$ cat src/rtl/otp_pkg.sv
// ----------------------------------------------------------------------------
// otp_pkg
// Shared constants and types of the one-shot timer pool.
// ----------------------------------------------------------------------------
package otp_pkg;

    localparam int POOL_SIZE = 8;
    localparam int IDX_W     = (POOL_SIZE > 1) ? $clog2(POOL_SIZE) : 1;
    localparam int OP_W      = 3;
    localparam int SLOT_W    = 4;
    localparam int DATA_W    = 32;

    typedef enum logic [OP_W-1:0] {
        OP_TICK     = 3'd0,
        OP_CREATE   = 3'd1,
        OP_SET_IVAL = 3'd2,
        OP_START    = 3'd3,
        OP_STOP     = 3'd4,
        OP_DESTROY  = 3'd5
    } t_opcode;

    localparam logic ST_OK  = 1'b0;
    localparam logic ST_ERR = 1'b1;

endpackage

$ cat src/rtl/otp_ifs.sv
// ----------------------------------------------------------------------------
// otp_ifs
// Command and result channels of the one-shot timer pool.
// ----------------------------------------------------------------------------
interface otp_cmd_if import otp_pkg::*; ();
    logic              valid;
    logic              ready;
    logic [OP_W-1:0]   opcode;
    logic [SLOT_W-1:0] target_id;
    logic [DATA_W-1:0] interval;

    modport source (output valid, opcode, target_id, interval, input ready);
    modport sink   (input valid, opcode, target_id, interval, output ready);
endinterface

interface otp_res_if import otp_pkg::*; ();
    logic              valid;
    logic              ready;
    logic              status;
    logic [SLOT_W-1:0] slot_id;
    logic              fired;
    logic              last;

    modport source (output valid, status, slot_id, fired, last, input ready);
    modport sink   (input valid, status, slot_id, fired, last, output ready);
endinterface

$ cat src/rtl/oneshot_timer_pool.sv
// ----------------------------------------------------------------------------
// oneshot_timer_pool
// Pool of one-shot countdown timers. Intervals and remaining counts sit in
// two RAMs; slot state is kept as used/running bits.
// Results: a command result is registered from S_EXEC; a start first reads
// its interval and registers its result from S_SLOAD. Tick: sweeps the
// remaining-count RAM one slot per cycle unless a pending expiry stalls on
// the result channel; expiries come in slot order. One item at a time:
// no new command is taken until the last is done; result stalls hold it.
// Reset: all slots free, no clearing pass; ready straight out of reset.
// ----------------------------------------------------------------------------
module oneshot_timer_pool import otp_pkg::*; (
    input  logic      i_clk,
    input  logic      i_rst_n,
    otp_cmd_if.sink   i_cmd,
    otp_res_if.source o_res
);

    typedef enum logic [5:0] {
        S_IDLE  = 6'b000001,
        S_TRD   = 6'b000010,
        S_TWB   = 6'b000100,
        S_TEND  = 6'b001000,
        S_EXEC  = 6'b010000,
        S_SLOAD = 6'b100000
    } t_state;

    t_state            r_state, n_state;
    t_opcode           r_op, n_op;
    logic [SLOT_W-1:0] r_id, n_id;
    logic [DATA_W-1:0] r_ival, n_ival;
    logic [IDX_W-1:0]  r_idx, n_idx;
    logic [POOL_SIZE-1:0] r_used, n_used;
    logic [POOL_SIZE-1:0] r_run, n_run;
    logic              r_pend_v, n_pend_v;
    logic [IDX_W-1:0]  r_pend_id, n_pend_id;

    logic              r_out_valid, n_out_valid;
    logic              r_out_status, n_out_status;
    logic [SLOT_W-1:0] r_out_slot, n_out_slot;
    logic              r_out_fired, n_out_fired;
    logic              r_out_last, n_out_last;

    logic              ival_we, ival_re;
    logic [IDX_W-1:0]  ival_waddr;
    logic [DATA_W-1:0] ival_rdata;
    logic              rem_we, rem_re;
    logic [IDX_W-1:0]  rem_waddr, rem_raddr;
    logic [DATA_W-1:0] rem_wdata, rem_rdata;

    logic              emit, e_status, e_fired, e_last;
    logic [SLOT_W-1:0] e_slot;

    logic              out_free, id_ok, has_free, tick_fire, twb_stall, cmd_ok;
    logic [IDX_W-1:0]  id_ix, free_ix, idx_inc;
    logic [DATA_W-1:0] rem_dec;

    otp_ram #(.WIDTH(DATA_W), .DEPTH(POOL_SIZE)) u_ival_ram (
        .i_clk   (i_clk),
        .i_we    (ival_we),
        .i_waddr (ival_waddr),
        .i_wdata (r_ival),
        .i_re    (ival_re),
        .i_raddr (id_ix),
        .o_rdata (ival_rdata)
    );

    otp_ram #(.WIDTH(DATA_W), .DEPTH(POOL_SIZE)) u_rem_ram (
        .i_clk   (i_clk),
        .i_we    (rem_we),
        .i_waddr (rem_waddr),
        .i_wdata (rem_wdata),
        .i_re    (rem_re),
        .i_raddr (rem_raddr),
        .o_rdata (rem_rdata)
    );

    assign i_cmd.ready   = (r_state == S_IDLE);
    assign o_res.valid   = r_out_valid;
    assign o_res.status  = r_out_status;
    assign o_res.slot_id = r_out_slot;
    assign o_res.fired   = r_out_fired;
    assign o_res.last    = r_out_last;

    assign out_free  = !r_out_valid || o_res.ready;
    assign id_ok     = {1'b0, r_id} < (SLOT_W + 1)'(POOL_SIZE);
    assign id_ix     = r_id[IDX_W-1:0];
    assign idx_inc   = IDX_W'(r_idx + IDX_W'(1));
    assign rem_dec   = rem_rdata - DATA_W'(1);
    assign tick_fire = r_run[r_idx] && (rem_dec == '0);
    assign twb_stall = tick_fire && r_pend_v && !out_free;

    // lowest free slot
    always_comb begin
        has_free = 1'b0;
        free_ix  = '0;
        for (int i = POOL_SIZE - 1; i >= 0; i--) begin
            if (!r_used[i]) begin
                has_free = 1'b1;
                free_ix  = IDX_W'(i);
            end
        end
    end

    always_comb begin
        n_state    = r_state;
        n_op       = r_op;
        n_id       = r_id;
        n_ival     = r_ival;
        n_idx      = r_idx;
        n_used     = r_used;
        n_run      = r_run;
        n_pend_v   = r_pend_v;
        n_pend_id  = r_pend_id;
        ival_we    = 1'b0;
        ival_re    = 1'b0;
        ival_waddr = id_ix;
        rem_we     = 1'b0;
        rem_re     = 1'b0;
        rem_waddr  = r_idx;
        rem_wdata  = rem_dec;
        rem_raddr  = r_idx;
        emit       = 1'b0;
        e_status   = ST_OK;
        e_slot     = r_id;
        e_fired    = 1'b0;
        e_last     = 1'b1;
        cmd_ok     = 1'b0;

        unique case (r_state)
            S_IDLE: begin
                if (i_cmd.valid) begin
                    n_op   = t_opcode'(i_cmd.opcode);
                    n_id   = i_cmd.target_id;
                    n_ival = i_cmd.interval;
                    n_idx  = '0;
                    if (t_opcode'(i_cmd.opcode) == OP_TICK) begin
                        n_state = S_TRD;
                    end else begin
                        n_state = S_EXEC;
                    end
                end
            end
            S_TRD: begin
                rem_re  = 1'b1;
                n_state = S_TWB;
            end
            S_TWB: begin
                if (!twb_stall) begin
                    rem_we = r_run[r_idx];
                    if (tick_fire) begin
                        n_run[r_idx] = 1'b0;
                        n_pend_v     = 1'b1;
                        n_pend_id    = r_idx;
                        if (r_pend_v) begin
                            emit    = 1'b1;
                            e_slot  = SLOT_W'(r_pend_id);
                            e_fired = 1'b1;
                            e_last  = 1'b0;
                        end
                    end
                    if (r_idx == IDX_W'(POOL_SIZE - 1)) begin
                        n_state = S_TEND;
                    end else begin
                        n_idx     = idx_inc;
                        rem_re    = 1'b1;
                        rem_raddr = idx_inc;
                    end
                end
            end
            S_TEND: begin
                if (!r_pend_v) begin
                    n_state = S_IDLE;
                end else if (out_free) begin
                    emit     = 1'b1;
                    e_slot   = SLOT_W'(r_pend_id);
                    e_fired  = 1'b1;
                    n_pend_v = 1'b0;
                    n_state  = S_IDLE;
                end
            end
            S_EXEC: begin
                case (r_op)
                    OP_CREATE: begin
                        if (out_free) begin
                            emit    = 1'b1;
                            n_state = S_IDLE;
                            if (has_free) begin
                                n_used[free_ix] = 1'b1;
                                ival_we    = 1'b1;
                                ival_waddr = free_ix;
                                e_slot     = SLOT_W'(free_ix);
                            end else begin
                                e_status = ST_ERR;
                                e_slot   = '0;
                            end
                        end
                    end
                    OP_SET_IVAL: begin
                        if (out_free) begin
                            emit     = 1'b1;
                            n_state  = S_IDLE;
                            ival_we  = id_ok;
                            e_status = id_ok ? ST_OK : ST_ERR;
                        end
                    end
                    OP_START: begin
                        if (id_ok && r_used[id_ix] && !r_run[id_ix]) begin
                            ival_re = 1'b1;
                            n_state = S_SLOAD;
                        end else if (out_free) begin
                            emit     = 1'b1;
                            e_status = ST_ERR;
                            n_state  = S_IDLE;
                        end
                    end
                    OP_STOP: begin
                        if (out_free) begin
                            cmd_ok   = id_ok && r_run[id_ix];
                            emit     = 1'b1;
                            n_state  = S_IDLE;
                            e_status = cmd_ok ? ST_OK : ST_ERR;
                            if (cmd_ok) begin
                                n_run[id_ix] = 1'b0;
                            end
                        end
                    end
                    OP_DESTROY: begin
                        if (out_free) begin
                            emit     = 1'b1;
                            n_state  = S_IDLE;
                            e_status = id_ok ? ST_OK : ST_ERR;
                            if (id_ok) begin
                                n_used[id_ix] = 1'b0;
                                n_run[id_ix]  = 1'b0;
                            end
                        end
                    end
                    default: begin
                        if (out_free) begin
                            emit     = 1'b1;
                            e_status = ST_ERR;
                            e_slot   = '0;
                            n_state  = S_IDLE;
                        end
                    end
                endcase
            end
            S_SLOAD: begin
                if (out_free) begin
                    rem_we       = 1'b1;
                    rem_waddr    = id_ix;
                    rem_wdata    = ival_rdata;
                    n_run[id_ix] = 1'b1;
                    emit         = 1'b1;
                    n_state      = S_IDLE;
                end
            end
            default: begin
                n_state = S_IDLE;
            end
        endcase
    end

    always_comb begin
        n_out_valid  = r_out_valid;
        n_out_status = r_out_status;
        n_out_slot   = r_out_slot;
        n_out_fired  = r_out_fired;
        n_out_last   = r_out_last;
        if (emit) begin
            n_out_valid  = 1'b1;
            n_out_status = e_status;
            n_out_slot   = e_slot;
            n_out_fired  = e_fired;
            n_out_last   = e_last;
        end else if (o_res.ready) begin
            n_out_valid  = 1'b0;
        end
    end

    always_ff @(posedge i_clk) begin
        if (!i_rst_n) begin
            r_state     <= S_IDLE;
            r_used      <= '0;
            r_run       <= '0;
            r_pend_v    <= 1'b0;
            r_out_valid <= 1'b0;
        end else begin
            r_state     <= n_state;
            r_used      <= n_used;
            r_run       <= n_run;
            r_pend_v    <= n_pend_v;
            r_out_valid <= n_out_valid;
        end
    end

    always_ff @(posedge i_clk) begin
        r_op         <= n_op;
        r_id         <= n_id;
        r_ival       <= n_ival;
        r_idx        <= n_idx;
        r_pend_id    <= n_pend_id;
        r_out_status <= n_out_status;
        r_out_slot   <= n_out_slot;
        r_out_fired  <= n_out_fired;
        r_out_last   <= n_out_last;
    end

endmodule

$ cat src/rtl/otp_ram.sv
// ----------------------------------------------------------------------------
// otp_ram
// Generic single-write, single-read RAM with registered read data.
// ----------------------------------------------------------------------------
module otp_ram #(
    parameter int WIDTH = 32,
    parameter int DEPTH = 8
) (
    input  logic                                       i_clk,
    input  logic                                       i_we,
    input  logic [((DEPTH > 1) ? $clog2(DEPTH) : 1)-1:0] i_waddr,
    input  logic [WIDTH-1:0]                           i_wdata,
    input  logic                                       i_re,
    input  logic [((DEPTH > 1) ? $clog2(DEPTH) : 1)-1:0] i_raddr,
    output logic [WIDTH-1:0]                           o_rdata
);

    logic [WIDTH-1:0] r_mem [DEPTH];
    logic [WIDTH-1:0] r_rdata;

    always_ff @(posedge i_clk) begin
        if (i_we) begin
            r_mem[i_waddr] <= i_wdata;
        end
        if (i_re) begin
            r_rdata <= r_mem[i_raddr];
        end
    end

    assign o_rdata = r_rdata;

endmodule

$ cat src/flat_wrapper.sv
// flat-port wrapper written by rule: the top's interface ports become plain ports
module oneshot_timer_pool_flat import otp_pkg::*;
  (i_clk, i_rst_n, i_cmd_valid, i_cmd_opcode, i_cmd_target_id, i_cmd_interval, i_cmd_ready, o_res_valid, o_res_status, o_res_slot_id, o_res_fired, o_res_last, o_res_ready);
  otp_cmd_if i_cmd_i ();
  otp_res_if o_res_i ();
  input  logic i_clk;
  input  logic i_rst_n;
  input wire logic [$bits(i_cmd_i.valid)-1:0] i_cmd_valid;
  input wire logic [$bits(i_cmd_i.opcode)-1:0] i_cmd_opcode;
  input wire logic [$bits(i_cmd_i.target_id)-1:0] i_cmd_target_id;
  input wire logic [$bits(i_cmd_i.interval)-1:0] i_cmd_interval;
  output wire logic [$bits(i_cmd_i.ready)-1:0] i_cmd_ready;
  output wire logic [$bits(o_res_i.valid)-1:0] o_res_valid;
  output wire logic [$bits(o_res_i.status)-1:0] o_res_status;
  output wire logic [$bits(o_res_i.slot_id)-1:0] o_res_slot_id;
  output wire logic [$bits(o_res_i.fired)-1:0] o_res_fired;
  output wire logic [$bits(o_res_i.last)-1:0] o_res_last;
  input wire logic [$bits(o_res_i.ready)-1:0] o_res_ready;
  assign i_cmd_i.valid = i_cmd_valid;
  assign i_cmd_i.opcode = i_cmd_opcode;
  assign i_cmd_i.target_id = i_cmd_target_id;
  assign i_cmd_i.interval = i_cmd_interval;
  assign i_cmd_ready = i_cmd_i.ready;
  assign o_res_valid = o_res_i.valid;
  assign o_res_status = o_res_i.status;
  assign o_res_slot_id = o_res_i.slot_id;
  assign o_res_fired = o_res_i.fired;
  assign o_res_last = o_res_i.last;
  assign o_res_i.ready = o_res_ready;
  oneshot_timer_pool u_core (.i_clk(i_clk), .i_rst_n(i_rst_n), .i_cmd(i_cmd_i), .o_res(o_res_i));
endmodule
$ cat config.mk
export PLATFORM = sky130hd
export DESIGN_NAME = oneshot_timer_pool_flat
export DESIGN_NICKNAME = d
export VERILOG_FILES = /design/src/rtl/otp_pkg.sv /design/src/rtl/otp_ifs.sv /design/src/rtl/oneshot_timer_pool.sv /design/src/rtl/otp_ram.sv /design/src/flat_wrapper.sv
export SDC_FILE = /design/constraint.sdc
export NUM_CORES = 1
export LEC_CHECK = 0
export ABC_AREA = 0
export BUFFER_PORTS_ARGS = -buffer_cell sky130_fd_sc_hd__buf_2
export CORE_AREA = 2 2 178 311
export CTS_CLUSTER_DIAMETER = 120
export DETAILED_ROUTE_END_ITERATION = 8
export DIE_AREA = 0 0 180 313
export PLACE_DENSITY = 0.72
export SLEW_MARGIN = 20
export SYNTH_ARGS = -nofsm -noshare
export SYNTH_HDL_FRONTEND = slang
export SYNTH_HIERARCHICAL = 1
export SYNTH_SLANG_ARGS = --single-unit
$ cat constraint.sdc
create_clock -name i_clk -period 5.85 [get_ports i_clk]
set_input_delay 0.2925 -clock i_clk [delete_from_list [all_inputs] [get_ports i_clk]]
set_output_delay 0.2925 -clock i_clk [all_outputs]
set_load 0.01 [all_outputs]
==> impl_metrics.toml, run 1 <==
[power_and_ir_drop]
ir_drop_uv = 340
power_density_mw_per_mm2 = 325
p_int_mw = 7.63
switchingPower_mw = 2.14
clkPwrFrac = 0.380
combPwrFrac = 0.075
swShare = 0.219
seqPwrFrac = 0.544
leakage_nw = 9.62

[final_layout]
syn_to_final_growth_pct = 12.9
multiInputGateArea_mm2 = 0.00700
drive_gt1_frac = 0.215
layout.area.seq_mm2 = 0.0193
fin_nets = 1578
n_fill_cell = 3925
diodes = 0

[floorplan]
io_pins = 52
die_x_um = 180
core-area_mm2 = 0.0539
die_height_um = 313
start_util = 0.495
std_cell_rows = 113
die_area_mm2 = 0.0563

[cts]
worstSkewPairLatency_ns = 0.61
clk_pin_slew_ns = 0.07
numCtsBuffers = 54
htree_levels = 2
cts.sinks = 652
cts.path.max_buffers = 3
tritoncts = "done"
post_cts_resized = 0
cts-root-buf = "clkbuf_16"

[global_route]
antenna_found_initial = 0
grt_max_degree = 65
grt_first_pass_wirelength_um = 83300
grtUsageTotal = 0.194
grt_pass1_vias = 14200
grt.overflow.total = 0

[place]
dp_hpwl_um = 32300
gp_congestion = 0.914
port_buffers = 51

[worst_hold_path]
hold_start = "i_rst_n"
whs_path_depth = 2
min_path_type = "input port to register"
min_to = "u_core/r_used[5]$_SDFFE_PN0P_"

[route]
firstDrtPassIters = 7
vias = 13800
drc_errors = 0
antenna_left = 0
avgRoutedWirePerCell_um = 24.2
routed_wl_um = 54800
via_per_inst = 6.08
drtIter0Drc = 1188

[critical_path]
cp_top_family = "simple AND/OR/NAND/NOR gates"
cp_cell_sequence = "inv_1, ha_1, or4b_2, o41ai_1, nand3b_1, nor4b_1, nand4_2, or4_4, nand3_4, xnor2_2, buf_12, mux4_1, mux2_2"
cp_slowest_cell = "or4b_2"
reg2reg_depth = 13
critPathBufInv = 2
cp_slowest_stage_delay_ns = 0.64
r2r_end = "u_core/u_rem_ram/o_rdata[14]$_DFFE_PP_"
r2r_slack_ns = 0.31
worstPathArrival_ns = 5.86
cp_max_fo = 30
startpoint_type = "register"
crit_type = "register to register"
crit_required_ns = 6.16
reg2reg_from = "u_core/u_rem_ram/o_rdata[0]$_DFFE_PP_"
endpoint_kind = "register"

[yosys]
yosys-top-cells-count = "628 x edfxtp_1, 97 x nor2_1, 80 x mux4_1, 69 x mux2_2, 52 x a21oi_1"
synthDistinctLibCells = 66
synth_cells = 1421
yosysMostFrequentCell = "edfxtp_1"
synthArstFlopShare = 0
synth_area_mm2 = 0.0266
ys_warn_count = 6
synth-seq-cells = 652
syn-num-nets = 1468
synth.area.top_cells = "edfxtp_1 71%, mux4_1 7.9%, mux4_2 4.2%, mux2_2 2.9%, dfxtp_1 1.8%"
seq_area_frac_synth = 0.726
synth_top_area_cell = "edfxtp_1"
ys.flop_type = "edfxtp_1"
synth_top_area_frac = 0.708
synth_edf_count = 628
avgSynthCellArea_um2 = 18.8

[sta]
finalSetupViolCount = 0
worstMarginPinSlew_ns = 0.961
slew_viol_final = 0
fin_setup_tns_ns = 0
hold_slack_ns = 0.0888
fin_crit_sh = 0.948
hold_viol = 0
fin_skew_ns = 0.0470
rsz0062_at_grt = "false"
max_freq_ghz = 0.180
slew_headroom = 0.359
layout_min_cycle_time_ns = 5.54

[run_status]
outcome = "complete, no violations"

[run]
max_cap_viol_count = 0
-- per-layer routing --
metal | wire length (µm) | GRT usage
met1 | 20800 | 0.228
met5 | 0 | 0
met2 | 29700 | 0.357
met3 | 2080 | 0.0196
met4 | 2210 | 0.0872
-- area by class of cell --
type                       instances  area share
sequential                       652       0.643
multi-input combinational        684       0.233
clock buffer                      58      0.0454
timing repair buffer             125      0.0319
tap                              690      0.0287
clock inverter                    44      0.0164
inverter                          14     0.00175
-- registers in the layout (all words and copies together), names as in the netlist --
| name | flops |
|---|---|
| u_core/o_res.fired | 1 |
| u_core/o_res.last | 1 |
| u_core/o_res.slot_id | 4 |
| u_core/o_res.status | 1 |
| u_core/o_res.valid | 1 |
| u_core/r_id | 4 |
| u_core/r_idx | 3 |
| u_core/r_ival | 32 |
| u_core/r_op | 3 |
| u_core/r_pend_id | 3 |
| u_core/r_pend_v | 1 |
| u_core/r_run | 8 |
| u_core/r_state | 6 |
| u_core/r_used | 8 |
| u_core/u_ival_ram/o_rdata | 32 |
| u_core/u_ival_ram/r_mem | 256 |
| u_core/u_rem_ram/o_rdata | 32 |
| u_core/u_rem_ram/r_mem | 256 |
-- power groups by stage --
stage	Clock, mW	Sequential, mW	Combinational (mW)
5_1_grt	3.97	5.33	0.793
2_1_floorplan	0	5.37	0.580
3_5_place_dp	0	5.42	0.721
3_3_place_gp	0	5.41	0.703
6_report	3.72	5.32	0.738
4_1_cts	3.80	5.32	0.746
-- stage by stage --
stage | setup WS, ns | power, mW | area, µm² | util | cells
2_1_floorplan | 0.393 | 5.95 | 26600 | - | 1421
3_3_place_gp | 0.567 | 6.12 | 27800 | 0.516 | 2126
3_5_place_dp | 0.461 | 6.14 | 27800 | 0.516 | 2126
4_1_cts | 0.369 | 9.86 | 30100 | 0.558 | 2267
5_1_grt | 0.153 | 10.1 | 30100 | 0.558 | 2267
6_report | 0.306 | 9.78 | 30100 | 0.558 | 2267
-- worst register-to-register path: stages (launching register included) --
cell and delay (ns):
edfxtp_1 0.51, inv_1 0.10, ha_1 0.25, or4b_2 0.64, o41ai_1 0.50, nand3b_1 0.15
nor4b_1 0.47, nand4_2 0.32, or4_4 0.65, nand3_4 0.15, xnor2_2 0.32, buf_12 0.32
mux4_1 0.61, mux2_2 0.28
-- how the worst max path moves through the flow --
stage	startpoint	end	slack (ns)	cells after the start
floorplan	u_core/u_rem_ram/o_rdata[11]$_DFFE_PP_	u_core/u_rem_ram/r_mem[0][0]$_DFFE_PP_	0.39	11
finish	u_core/u_rem_ram/o_rdata[0]$_DFFE_PP_	u_core/u_rem_ram/o_rdata[14]$_DFFE_PP_	0.31	13
global route	u_core/u_rem_ram/o_rdata[0]$_DFFE_PP_	u_core/u_rem_ram/o_rdata[14]$_DFFE_PP_	0.15	13
global placement	u_core/u_rem_ram/o_rdata[0]$_DFFE_PP_	u_core/u_rem_ram/o_rdata[4]$_DFFE_PP_	0.57	13
detailed placement	u_core/u_rem_ram/o_rdata[0]$_DFFE_PP_	u_core/u_rem_ram/o_rdata[1]$_DFFE_PP_	0.46	13
CTS	u_core/u_rem_ram/o_rdata[0]$_DFFE_PP_	u_core/u_rem_ram/o_rdata[14]$_DFFE_PP_	0.37	13
-- timing repair --
item                                   4_1_cts  5_1_grt
hold buffers                                39        0
buffers inserted                             0        0
endpoints found under the hold margin       39        0
-- logic make-up after synthesis --
kind of cell	synth area share
multiplexers	0.152
buffers and inverters	0.0170
flip-flops	0.726
AND/OR/NAND/NOR	0.0582
XOR/XNOR	0.00756
AO/OA/AOI/OAI	0.0371
adder cells (fa/ha/maj)	0.00188
-- cells in the final DEF, fill, tap and decap left out, types with 14 or more instances in the layout --
master / count
dfxtp_1: 24
o21ai_0: 34
nor3_1: 23
nor2_4: 14
nand2b_1: 15
clkbuf_16: 54
mux4_1: 80
a31oi_1: 19
mux4_2: 50
dlygate4sd3_1: 39
buf_2: 51
edfxtp_1: 628
nor4_1: 23
mux2_2: 69
xnor2_1: 15
nor2_1: 83
buf_4: 31
a21oi_1: 52
nand2_1: 47
(Power assumes the default switching activity.)
==> inputs of run 2 (changes only) <==
--- a/config.mk
+++ b/config.mk
@@ -7,10 +7,10 @@
 export LEC_CHECK = 0
 export ABC_AREA = 0
 export BUFFER_PORTS_ARGS = -buffer_cell sky130_fd_sc_hd__buf_2
-export CORE_AREA = 2 2 178 311
+export CORE_AREA = 2 2 192 288
 export CTS_CLUSTER_DIAMETER = 120
 export DETAILED_ROUTE_END_ITERATION = 8
-export DIE_AREA = 0 0 180 313
+export DIE_AREA = 0 0 194 290
 export PLACE_DENSITY = 0.72
 export SLEW_MARGIN = 20
 export SYNTH_ARGS = -nofsm -noshare
==> impl_metrics.toml, run 2 (same netlist as run 1, synthesis figures left out) <==
[global_route]
gr-usage-met3 = 0.0213
grt.overflow.total = 0
grt_busiest_layer = "met2"
antenna_found_initial = 0
grt.met1_usage = 0.234
grt_first_pass_wirelength_um = 84100
grt_max_degree = 65
groute.layer.met2.usage = 0.359
grt_pass1_vias = 14500
grtUsageTotal = 0.194

[sta]
fin_skew_ns = 0.0290
max_freq_ghz = 0.186
final.setup.worst_slack_ns = 0.473
rsz0062_at_grt = "false"
layout_min_cycle_time_ns = 5.38
hold_viol = 0
slew_viol_final = 0
slew_headroom = 0.296
fin_setup_tns_ns = 0
hold_slack_ns = 0.0736
worstMarginPinSlew_ns = 1.05
finalSetupViolCount = 0
fin_crit_sh = 0.919

[cts]
numCtsBuffers = 57
post_cts_buffers = 0
tritoncts = "done"
cts.sinks = 652
worstSkewPairLatency_ns = 0.61
clk_pin_slew_ns = 0.06
htree_levels = 2
cts.path.max_buffers = 3
cts-root-buf = "clkbuf_16"

[worst_hold_path]
whs_path_depth = 2
min_path_type = "input port to register"

[run]
max_cap_viol_count = 0

[floorplan]
die_height_um = 290
std_cell_rows = 104
core-area_mm2 = 0.0536
die_area_mm2 = 0.0563
die_x_um = 194
io_pins = 52
start_util = 0.497

[place]
port_buffers = 51
dp_hpwl_um = 33900
gp_congestion = 0.888
place_ws_ns = 0.517

[route]
routed_wl_um = 54700
vias = 13800
firstDrtPassIters = 5
drtIter0Drc = 1095
antenna_left = 0
drc_errors = 0
via_per_inst = 6.07
avgRoutedWirePerCell_um = 24.1

[critical_path]
r2r_slack_ns = 0.47
startpoint_type = "register"
reg2reg_depth = 13
cp_max_fo = 30
r2r_end = "u_core/u_rem_ram/o_rdata[23]$_DFFE_PP_"
endpoint = "u_core/u_rem_ram/o_rdata[23]$_DFFE_PP_"
reg2reg_from = "u_core/u_rem_ram/o_rdata[0]$_DFFE_PP_"
endpoint_kind = "register"
crit_required_ns = 6.19
startpoint = "u_core/u_rem_ram/o_rdata[0]$_DFFE_PP_"
crit_type = "register to register"
worstPathArrival_ns = 5.71

[final_layout]
final_common_cell = "edfxtp_1"
reg_top3 = "u_core/u_ival_ram/r_mem x256, u_core/u_rem_ram/r_mem x256"
utilization = 0.563
n_fill_cell = 4041
fin_nets = 1581
drive_gt1_frac = 0.211
final_cell_mix = "628 x edfxtp_1, 83 x nor2_1, 80 x mux4_1"
syn_to_final_growth_pct = 13.2
diodes = 0

[power_and_ir_drop]
switchingPower_mw = 2.12
clkPwrFrac = 0.388
power_density_mw_per_mm2 = 328
seqPwrFrac = 0.539
swShare = 0.214
p_int_mw = 7.77
ir_drop_uv = 294
leakage_nw = 9.68
combPwrFrac = 0.073

[run_status]
outcome = "complete, no violations"
[run 2: final cells by class]
class,instances,area (µm²),share of cell area
multi-input combinational,684,7000,0.232
timing repair buffer,125,983,0.0326
clock inverter,40,453,0.0150
sequential,652,19300,0.641
tap,689,862,0.0286
clock buffer,65,1480,0.0490
inverter,14,52.6,0.00174
[run 2: power by group through the flow]
stage | Combinational (mW) | Sequential, mW | Clock, mW
6_report | 0.725 | 5.33 | 3.84
5_1_grt | 0.785 | 5.34 | 4.07
4_1_cts | 0.736 | 5.33 | 3.92
3_5_place_dp | 0.714 | 5.43 | 0
3_3_place_gp | 0.693 | 5.42 | 0
2_1_floorplan | 0.580 | 5.37 | 0
[run 2: per-stage QoR]
stage | power, mW | std cells | instance area [µm²]
floorplan | 5.95 | 1421 | 26600
global placement | 6.11 | 2125 | 27800
detailed placement | 6.14 | 2125 | 27800
CTS | 9.98 | 2269 | 30200
global route | 10.2 | 2269 | 30200
finish | 9.89 | 2269 | 30200
[run 2: critical path, stage by stage (launching register included)]
cell	delay [ns]
edfxtp_1	0.50
inv_1	0.10
ha_1	0.24
or4b_2	0.64
o41ai_1	0.56
nand3b_1	0.14
nor4b_1	0.34
nand4_2	0.24
or4_4	0.61
nand3_4	0.14
xnor2_2	0.16
buf_4	0.49
mux4_1	0.66
mux2_2	0.29
[run 2: layer usage]
| metal | share of wire | vias up |
|---|---|---|
| met5 | 0 | - |
| met4 | 0.035 | 0 |
| met3 | 0.046 | 123 |
| met2 | 0.54 | 467 |
| met1 | 0.38 | 7085 |
| li1 | - | 6102 |
[run 2: timing repair]
action	4_1_cts	5_1_grt
hold endpoints to repair	39	0
hold buffers	39	0
resized for setup	0	0
[run 2: how the worst min path moves through the flow]
stage	from	endpoint	slack, ns
6_report	i_rst_n	u_core/r_used[5]$_SDFFE_PN0P_	0.07
5_1_grt	i_rst_n	u_core/r_used[5]$_SDFFE_PN0P_	0.07
4_1_cts	i_rst_n	u_core/r_used[5]$_SDFFE_PN0P_	0.04
3_5_place_dp	i_cmd_interval[22]	u_core/r_ival[22]$_DFFE_PP_	0.47
3_3_place_gp	i_cmd_interval[15]	u_core/r_ival[15]$_DFFE_PP_	0.47
2_1_floorplan	i_cmd_target_id[0]	u_core/r_id[0]$_DFFE_PP_	0.39
==> inputs of run 3 (changes only) <==
--- a/config.mk
+++ b/config.mk
@@ -11,6 +11,7 @@
 export CTS_CLUSTER_DIAMETER = 120
 export DETAILED_ROUTE_END_ITERATION = 8
 export DIE_AREA = 0 0 194 290
+export MAX_ROUTING_LAYER = met4
 export PLACE_DENSITY = 0.72
 export SLEW_MARGIN = 20
 export SYNTH_ARGS = -nofsm -noshare
==> impl_metrics.toml, run 3 (same netlist as run 1, synthesis figures left out) <==
[global_route]
grt_pass1_vias = 14000
grtUsageTotal = 0.197
antenna_found_initial = 0
grt_max_degree = 65
grt_first_pass_wirelength_um = 82700
grt.overflow.total = 0

[final_layout]
fin_nets = 1582
final_cell_mix = "628 x edfxtp_1, 83 x nor2_1, 80 x mux4_1"
diodes = 0
drive_gt1_frac = 0.212
final_common_cell = "edfxtp_1"
syn_to_final_growth_pct = 13.7
reg_top3 = "u_core/u_ival_ram/r_mem x256, u_core/u_rem_ram/r_mem x256"

[critical_path]
worstPathArrival_ns = 5.77
reg2reg_depth = 14
startpoint = "u_core/u_rem_ram/o_rdata[0]$_DFFE_PP_"
reg2reg_from = "u_core/u_rem_ram/o_rdata[0]$_DFFE_PP_"
crit_type = "register to register"
endpoint_kind = "register"
r2r_end = "u_core/u_rem_ram/o_rdata[24]$_DFFE_PP_"
crit_required_ns = 6.19
r2r_slack_ns = 0.42
cp_max_fo = 30
startpoint_type = "register"

[cts]
tritoncts = "done"
numCtsBuffers = 57
htree_levels = 2
cts-root-buf = "clkbuf_16"
cts.sinks = 652
cts_hold_buf = 39
post_cts_resized = 0
cts.path.max_buffers = 3
clk_pin_slew_ns = 0.07
post_cts_buffers = 0
worstSkewPairLatency_ns = 0.60

[place]
port_buffers = 51
gp_congestion = 0.896
dp_hpwl_um = 33900

[route]
via_per_inst = 6.04
vias = 13700
avgRoutedWirePerCell_um = 24.0
routed_wl_um = 54600
drtIter0Drc = 1185
firstDrtPassIters = 5
antenna_left = 0
drc_errors = 0

[power_and_ir_drop]
ir_drop_uv = 331
leakage_nw = 9.73
power_density_mw_per_mm2 = 332

[worst_hold_path]
hold_start = "i_cmd_valid"
min_to = "u_core/r_state[1]$_SDFFE_PN0P_"
whs_path_depth = 3
min_path_type = "input port to register"

[sta]
slew_headroom = 0.300
slew_viol_final = 0
max_freq_ghz = 0.184
hold_slack_ns = 0.0894
finalSetupViolCount = 0
hold_viol = 0
fin_setup_tns_ns = 0
layout_min_cycle_time_ns = 5.43
fin_skew_ns = 0.0198
fin_crit_sh = 0.929
worstMarginPinSlew_ns = 1.05
rsz0062_at_grt = "false"

[floorplan]
core-area_mm2 = 0.0536
die_x_um = 194
start_util = 0.497
std_cell_rows = 104
die_area_mm2 = 0.0563
io_pins = 52
die_height_um = 290

[run_status]
outcome = "complete, no violations"

[run]
max_cap_viol_count = 0
-- run 3: changes by cell type in the layout (fill, tap and decap cells not counted), sizes merged --
cell	previous run	this run
clkinv	26	20
clkbuf	65	69
clkinvlp	4	2
bufinv	8	11
inv	16	19
buf	86	87
-- run 3: critical path: stages, from the launching register on --
cell and delay, ns:
edfxtp_1 0.51, inv_1 0.10, ha_1 0.26, nor4b_1 0.29, buf_4 0.19, nand3_1 0.26, o31a_1 0.37, nor4_1 0.43
nand4b_1 0.37, or4_4 0.64, nand3_4 0.15, xnor2_2 0.16, buf_4 0.49, mux4_1 0.64, mux2_2 0.28
-- run 3: layout make-up --
cell class              instances  area (µm²)
clock buffers                  69        1490
clock inverters                38         520
fillers                      4020       23300
inverters                      14        52.6
multi-input cells             684        7000
flip-flops and latches        652       19300
well taps                     689         862
repair buffers                126        1020
-- run 3: routing by layer --
layer	global-route usage	up-vias	wire [µm]
met3	0.0223	138	2320
met4	0.0730	0	1830
met5	-	-	0
met2	0.348	422	29400
li1	-	6093	-
met1	0.233	7066	21100
-- run 3: report_power, final --
group          switching (mW)  leakage, nW  internal (mW)
sequential             0.0938         5.86           5.22
clock                    1.67        0.977           2.32
combinational           0.365         2.89          0.370
-- run 3: how the worst max path moves through the flow --
| stage | to | slack (ns) |
|---|---|---|
| final | u_core/u_rem_ram/o_rdata[24]$_DFFE_PP_ | 0.42 |
| after CTS | u_core/u_rem_ram/o_rdata[24]$_DFFE_PP_ | 0.43 |
| after floorplan | u_core/u_rem_ram/r_mem[0][0]$_DFFE_PP_ | 0.39 |
| after global placement | u_core/u_rem_ram/o_rdata[18]$_DFFE_PP_ | 0.68 |
| after global routing | u_core/u_rem_ram/o_rdata[24]$_DFFE_PP_ | 0.12 |
| after detailed placement | u_core/u_rem_ram/o_rdata[24]$_DFFE_PP_ | 0.51 |
-- run 3: through the flow --
stage | worst slack, ns | utilization | cell area (µm²) | power (mW) | cells
2_1_floorplan | 0.393 | - | 26600 | 5.95 | 1421
6_report | 0.417 | 0.565 | 30300 | 10.0 | 2272
3_3_place_gp | 0.675 | 0.520 | 27900 | 6.11 | 2126
5_1_grt | 0.115 | 0.565 | 30300 | 10.3 | 2272
3_5_place_dp | 0.513 | 0.520 | 27900 | 6.14 | 2126
4_1_cts | 0.433 | 0.565 | 30300 | 10.1 | 2272
